<file path="config.mk">
export PLATFORM = sky130hd
export DESIGN_NAME = hufd_ctrl_flat
export DESIGN_NICKNAME = d
export VERILOG_FILES = /design/src/rtl/core/hufd_pkg.sv /design/src/rtl/core/hufd_if.sv /design/src/rtl/core/hufd_ctrl.sv /design/src/flat_wrapper.sv
export SDC_FILE = /design/constraint.sdc
export NUM_CORES = 1
export LEC_CHECK = 0
export ABC_AREA = 0
export BUFFER_PORTS_ARGS = -buffer_cell sky130_fd_sc_hd__buf_2
export CORE_MARGIN = 2
export CORE_UTILIZATION = 20
export DETAILED_ROUTE_END_ITERATION = 12
export PLACE_DENSITY = 0.76
export REMOVE_ABC_BUFFERS = 1
export SYNTH_ARGS = -nofsm -noshare
export SYNTH_HDL_FRONTEND = slang
export SYNTH_SLANG_ARGS = --single-unit
</file>
<file path="constraint.sdc">
create_clock -name i_clk -period 1.4 [get_ports i_clk]
set_clock_uncertainty 0.05 [all_clocks]
set_input_delay 0.14 -clock i_clk [delete_from_list [all_inputs] [get_ports i_clk]]
set_output_delay 0.14 -clock i_clk [all_outputs]
set_load 0.01 [all_outputs]
</file>
<file path="src/rtl/core/hufd_pkg.sv">
// Shared constants, codes and control structs of the table-driven Huffman decoder.
`default_nettype none

package hufd_pkg;

    // Default sizes
    localparam int TABLE_DEPTH_DEF  = 256;
    localparam int MAX_CODE_LEN_DEF = 16;

    // Payload widths
    localparam int ACTION_W = 2;
    localparam int IDX_W    = 8;
    localparam int CODE_W   = 16;
    localparam int LEN_W    = 5;
    localparam int SYM_W    = 8;
    localparam int BYTE_W   = 8;
    localparam int ENTRY_W  = CODE_W + LEN_W + SYM_W;

    // Action codes
    localparam logic [ACTION_W-1:0] ACT_LOAD  = 2'd0;
    localparam logic [ACTION_W-1:0] ACT_DATA  = 2'd1;
    localparam logic [ACTION_W-1:0] ACT_START = 2'd2;

    // End-of-message symbol, first bit taken from a byte
    localparam logic [SYM_W-1:0] EOM_SYMBOL = '0;
    localparam logic [2:0]       TOP_BIT    = 3'd7;

    // Commands from controller to datapath
    typedef struct packed {
        logic load_entry;
        logic start_msg;
        logic take_byte;
        logic shift_bit;
        logic scan_first;
        logic scan_read;
        logic scan_next;
        logic take_hit;
        logic take_err;
        logic next_bit;
        logic put_new;
        logic put_push;
        logic flush;
    } t_cmd;

    // Status from datapath to controller
    typedef struct packed {
        logic hit;
        logic scan_last;
        logic cnt_full;
        logic bit_last;
        logic msg_done;
        logic pend_v;
        logic out_free;
        logic new_eom;
    } t_stat;

endpackage

`default_nettype wire

</file>
<file path="src/rtl/core/hufd_if.sv">
// Input and result channel interfaces of the Huffman decoder.
`default_nettype none

interface hufd_in_if import hufd_pkg::*; ();
    logic                valid;
    logic                ready;
    logic [ACTION_W-1:0] action;
    logic [IDX_W-1:0]    entry_index;
    logic [CODE_W-1:0]   code_value;
    logic [LEN_W-1:0]    code_length;
    logic [SYM_W-1:0]    entry_symbol;
    logic [BYTE_W-1:0]   data_byte;

    modport source (output valid, action, entry_index, code_value, code_length,
                    entry_symbol, data_byte, input ready);
    modport sink   (input valid, action, entry_index, code_value, code_length,
                    entry_symbol, data_byte, output ready);
endinterface


`default_nettype wire

</file>
<file path="src/rtl/core/hufd_ctrl.sv">
// Sequencer of the Huffman decoder: bit stepping, table scan and result hand-off.
`default_nettype none

module hufd_ctrl
    import hufd_pkg::*;
(
    input  wire logic i_clk,
    input  wire logic i_rst_n,
    hufd_in_if.sink   i_in,
    input  t_stat     i_stat,
    output t_cmd      o_cmd
);

    typedef enum logic [2:0] {
        ST_IDLE,
        ST_SHIFT,
        ST_READ,
        ST_CMP,
        ST_PUT,
        ST_FIN
    } t_state;

    t_state r_state;
    t_state n_state;

    assign i_in.ready = (r_state == ST_IDLE);

    // Next state and commands
    always_comb begin
        n_state = r_state;
        o_cmd   = '0;
        unique case (r_state)
            ST_IDLE: begin
                if (i_in.valid) begin
                    priority if (i_in.action == ACT_LOAD) begin
                        o_cmd.load_entry = 1'b1;
                    end else if (i_in.action == ACT_START) begin
                        o_cmd.start_msg = 1'b1;
                    end else if (i_in.action == ACT_DATA && !i_stat.msg_done) begin
                        o_cmd.take_byte = 1'b1;
                        n_state         = ST_SHIFT;
                    end else begin
                        n_state = ST_IDLE;
                    end
                end
            end
            ST_SHIFT: begin
                o_cmd.shift_bit  = 1'b1;
                o_cmd.scan_first = 1'b1;
                n_state          = ST_READ;
            end
            ST_READ: begin
                o_cmd.scan_read = 1'b1;
                n_state         = ST_CMP;
            end
            ST_CMP: begin
                priority if (i_stat.hit) begin
                    o_cmd.take_hit = 1'b1;
                    n_state        = ST_PUT;
                end else if (!i_stat.scan_last) begin
                    o_cmd.scan_next = 1'b1;
                    n_state         = ST_READ;
                end else if (i_stat.cnt_full) begin
                    o_cmd.take_err = 1'b1;
                    n_state        = ST_PUT;
                end else if (i_stat.bit_last) begin
                    n_state = ST_FIN;
                end else begin
                    o_cmd.next_bit = 1'b1;
                    n_state        = ST_SHIFT;
                end
            end
            ST_PUT: begin
                // a held result goes out with last clear once a newer one exists
                if (!i_stat.pend_v || i_stat.out_free) begin
                    o_cmd.put_new  = !i_stat.pend_v;
                    o_cmd.put_push = i_stat.pend_v;
                    if (i_stat.new_eom || i_stat.bit_last) begin
                        n_state = ST_FIN;
                    end else begin
                        o_cmd.next_bit = 1'b1;
                        n_state        = ST_SHIFT;
                    end
                end
            end
            ST_FIN: begin
                if (!i_stat.pend_v) begin
                    n_state = ST_IDLE;
                end else if (i_stat.out_free) begin
                    o_cmd.flush = 1'b1;
                    n_state     = ST_IDLE;
                end
            end
            default: n_state = ST_IDLE;
        endcase
    end

    // State register
    always_ff @(posedge i_clk) begin
        if (!i_rst_n) begin
            r_state <= ST_IDLE;
        end else begin
            r_state <= n_state;
        end
    end

endmodule

`default_nettype wire

</file>
<file path="src/flat_wrapper.sv">
// flat-port wrapper written by rule: the top's interface ports become plain ports
module hufd_ctrl_flat import hufd_pkg::*;
  (i_clk, i_rst_n, i_stat, o_cmd, i_in_valid, i_in_action, i_in_entry_index, i_in_code_value, i_in_code_length, i_in_entry_symbol, i_in_data_byte, i_in_ready);
  hufd_in_if i_in_i ();
  input  wire logic i_clk;
  input  wire logic i_rst_n;
  input  t_stat i_stat;
  output t_cmd o_cmd;
  input wire logic [$bits(i_in_i.valid)-1:0] i_in_valid;
  input wire logic [$bits(i_in_i.action)-1:0] i_in_action;
  input wire logic [$bits(i_in_i.entry_index)-1:0] i_in_entry_index;
  input wire logic [$bits(i_in_i.code_value)-1:0] i_in_code_value;
  input wire logic [$bits(i_in_i.code_length)-1:0] i_in_code_length;
  input wire logic [$bits(i_in_i.entry_symbol)-1:0] i_in_entry_symbol;
  input wire logic [$bits(i_in_i.data_byte)-1:0] i_in_data_byte;
  output wire logic [$bits(i_in_i.ready)-1:0] i_in_ready;
  assign i_in_i.valid = i_in_valid;
  assign i_in_i.action = i_in_action;
  assign i_in_i.entry_index = i_in_entry_index;
  assign i_in_i.code_value = i_in_code_value;
  assign i_in_i.code_length = i_in_code_length;
  assign i_in_i.entry_symbol = i_in_entry_symbol;
  assign i_in_i.data_byte = i_in_data_byte;
  assign i_in_ready = i_in_i.ready;
  hufd_ctrl u_core (.i_clk(i_clk), .i_rst_n(i_rst_n), .i_in(i_in_i), .i_stat(i_stat), .o_cmd(o_cmd));
endmodule
</file>
# Word level (Yosys, flattened, before mapping)
# Index checks and enable logic that the tools add are counted.
[word_totals] elab_cells=59 reg_bits=3 out_inout_bits=14 in_bits=58
[classes] eq_ne=12 reduce_logical=8 mux=38
[op_table] operator="$mux 3" n=15
[op_table] operator="$pmux 3 s6" n=1
[op_table] operator="$mux 1" n=16
[op_table] operator="$mux 2" n=5
[op_table] operator="$eq 3x2->1 const B" n=2
[op_table] operator="$eq 3x3->1 const B" n=2
[op_table] operator="$ne 2x2->1 const B" n=3
[op_table] operator="$reduce_and 5->1" n=1
[op_table] operator="$eq 3x1->1 const B" n=1
[op_table] operator="$logic_not 3->1" n=1
[op_table] operator="$ne 3x3->1 const B" n=1
[op_table] operator="$eq 2x1->1 const B" n=1
[op_table] operator="$eq 2x2->1 const B" n=1
[op_table] operator="$logic_not 1->1" n=2
[op_table] operator="$logic_not 2->1" n=1
[op_table] operator="$logic_or 1x1->1" n=2
[op_table] operator="$ne 2x1->1 const B" n=1
[op_table] operator="$pmux 1 s2" n=1
[op_table] operator="$logic_and 1x1->1" n=1

# Logic depth before layout (Yosys ltp)
[logic_depth] ltp_word=7 depth_mapped=4 ltp_nobuf=3

# Least setup slack after synthesis
# OpenSTA, ideal clock, no wires.
[synth_path] path_type="register to output" from="reg u_core.r_state[1]" to="out o_cmd[12] (netlist bit)" path_slack_ps=-185 n_path_buf=1 t_arrival_ps=1395 path_stages_with_launch=4 cell_sequence="dfxtp_1 clkbuf_1 nor3_1 nor4bb_1"
[synth_rtl] element="from (decl)" line="hufd_ctrl.sv:23" text="t_state r_state;"
[synth_rtl] element="from (signal assigned)" line="hufd_ctrl.sv:103" text="r_state <= n_state;"
[synth_rtl] element="to (decl)" line="flat_wrapper.sv:8" text="output t_cmd o_cmd;"

==> impl_metrics.toml <==
[synthesis]
ys_top_cells_by_count = "nor2_1 (5), nor3b_1 (4), dfxtp_1 (3), nand2_1 (3), nor3_1 (3)"
synthSimpleGateAreaFrac_pct = 48.5
ys_types = 26
ys_ff_latch = 3
synth_mux_area_share_pct = 0
synth.avg_cell_area_um2 = 7.40
synth_compound_area_share_pct = 23.3
post-synth-top-count-cell = "nor2_1"
synth_warnings = 0
synthFlopType = "dfxtp_1"
synthTopCellsByArea = "dfxtp_1 (18%), nor3b_1 (9.0%), nor4bb_1 (6.0%), nor2_1 (5.6%), nor3_1 (4.5%)"
synth_top_area_cell = "dfxtp_1"
ys_seq_area_share_pct = 18.0
synth_top_area_share_pct = 18.0
synth-edff-count = 0
async_flop_share_pct = 0
synth_xor_area_share_pct = 0
syn_inst = 45
synthAdderAreaFrac_pct = 0
syn-cell-area_um2 = 333
synth_top_family_by_area = "simple AND/OR/NAND/NOR gates"

[critical_path]
required_ps = 1210
worstSetupPathType = "reg2out"
cp-start-kind = "flip-flop"
slowest_stage = "or3b_4"
crit_arrival_ps = 1550
critPathMaxStageDelay_ps = 390
path_max_fanout = 2
end_kind = "primary output"
path_cells = "or3b_4 -> or3_4 -> a21oi_2 -> buf_2"

[clocking]
htreeDepth = 1
cts_tree = "built"
root_buffer = "clkbuf_4"
postCtsHoldBufs = 0
insertion_delay_ps = 240
cts_sinks = 3
numCtsBuffers = 3
cts_max_path_buffers = 2
clkTransAtPathRegs_ps = 40

[final_layout]
largest-register = "u_core.r_state"
finish.utilization_pct = 42.6
area_delta_synth_final_pct = 97.4
fill_cells = 171
reg.largest.list = "u_core.r_state: 3 flops"
drive_above_1_share_pct = 65.4
fin_nets = 140
final_cells = 97
largest_reg_flops = 3
diodes = 0

[global_routing]
overflow = 0
antenna_found_initial = 0
grt_pass1_vias = 398
track_usage_pct = 10.7
grt_pass1_wl_um = 1520
grt_max_degree = 11

[sta]
period_share_pct = 124
tightest_slew_ps = 373
rsz0062_at_grt = "true"
fin_ws_ps = -341
setup_viol = 9
finalCriticalPeriod_ps = 1740
fmax_mhz = 574
slew_headroom_pct = 75.1
drv_slew = 0
hold_viol = 0

[pwr]
p_total_mw = 0.346
p_leak_nw = 0.322
powerDensity_mw_per_mm2 = 527
irDropWorstVdd_mv = 0.398

[worst_hold_path]
hp-class = "in2reg"

[routing]
initialDrtViolationCount = 4
ant_nets = 0
drt-wirelength-per-cell_um = 12.0
drtPass1Iterations = 3
wirelength_um = 1170
vias = 485
post-route-drc-count = 0
vias_per_cell = 5.00

[floorplanning]
die_h_um = 44.8
die_w_um = 44.8
dieArea_mm2 = 0.00201
start_util_pct = 21.6
num_rows = 14
core-area_mm2 = 0.00154
ios = 72

[outcome]
outcome = "finished with violations"
violations = "negative setup slack"

[place]
portBuffers = 26
dpl.cell_count = 87
gp_congestion = 0.802
post-dp-hpwl_um = 733

[flow_run]
maxCapViolations = 0
## power by group
group / internal [mW] / switching [mW] / total (mW)
Sequential: 0.0892 / 0.00146 / 0.0907
Clock: 0.107 / 0.0494 / 0.157
Combinational: 0.0474 / 0.0515 / 0.0988
## per-stage QoR
stage	instance area [µm²]	setup slack (ps)	setup TNS, ps	hold slack, ps
2_1_floorplan	303	-134	-222	208
3_3_place_gp	483	-81.4	-81.4	353
3_5_place_dp	483	-88.9	-127	349
4_1_cts	548	-352	-1190	96.1
5_1_grt	657	-371	-1830	113
6_report	657	-341	-1250	121
## critical path: cells and delay by family (launching register included)
family	cells	cell delay, ps
AND/OR/NAND/NOR	2	760
flip-flops	1	310
AO/OA/AOI/OAI	1	110
buffers and inverters	1	130
## cells in the final DEF (no fill, tap or decap), types with 2 or more instances in the layout
cell,synthesis,final
dfxtp_2,0,2
buf_2,0,25
o31ai_1,2,2
o21a_1,2,2
nor2_1,5,3
nor3b_1,4,3
o21ai_0,2,2
buf_4,2,7
clkbuf_4,0,3
nand2_1,3,3
buf_6,1,4
nor3_2,0,2
## timing repair
item	4_1_cts	5_1_grt
gates resized for setup	6	16
pin swaps	3	2
buffers inserted	2	5
endpoints found under the setup margin	10	13
## metal layers
metal  part of all wire (%)  global-route usage (%)  vias to the layer above
li1                       -                       -                      235
met1                     42                    13.4                      227
met2                     51                    15.7                       23
met3                    6.9                    1.20                        0
met4                      0                    10.6                        0
met5                      0                       0                        -
## layout make-up
cell class	count	area (µm²)	area share (%)
sequential	3	62.6	9.52
multi-input combinational	37	322	49.0
tap	16	20.0	3.05
clock buffer	4	26.3	4.00
inverter	1	3.75	0.571
timing repair buffer	36	223	33.9
## worst paths after layout
check / start / endpoint / slack, ps / depth (start not counted)
setup / recovery: u_core.r_state[1] / o_cmd[3] / -340 / 4
hold / removal: i_rst_n / u_core.r_state[2] / 120 / 2
setup reg to reg: u_core.r_state[1] / u_core.r_state[2] / 20 / 6
hold reg to reg: u_core.r_state[2] / u_core.r_state[1] / 520 / 2
## cell families (layout without fill, tap and decap cells)
kind of cell	count (synthesis)	in the layout
AOI/OAI and AO/OA	11	11
buffers and inverters	5	41
and+or+nand+nor	26	26
DFF	3	3
(Power assumes the default switching activity.)
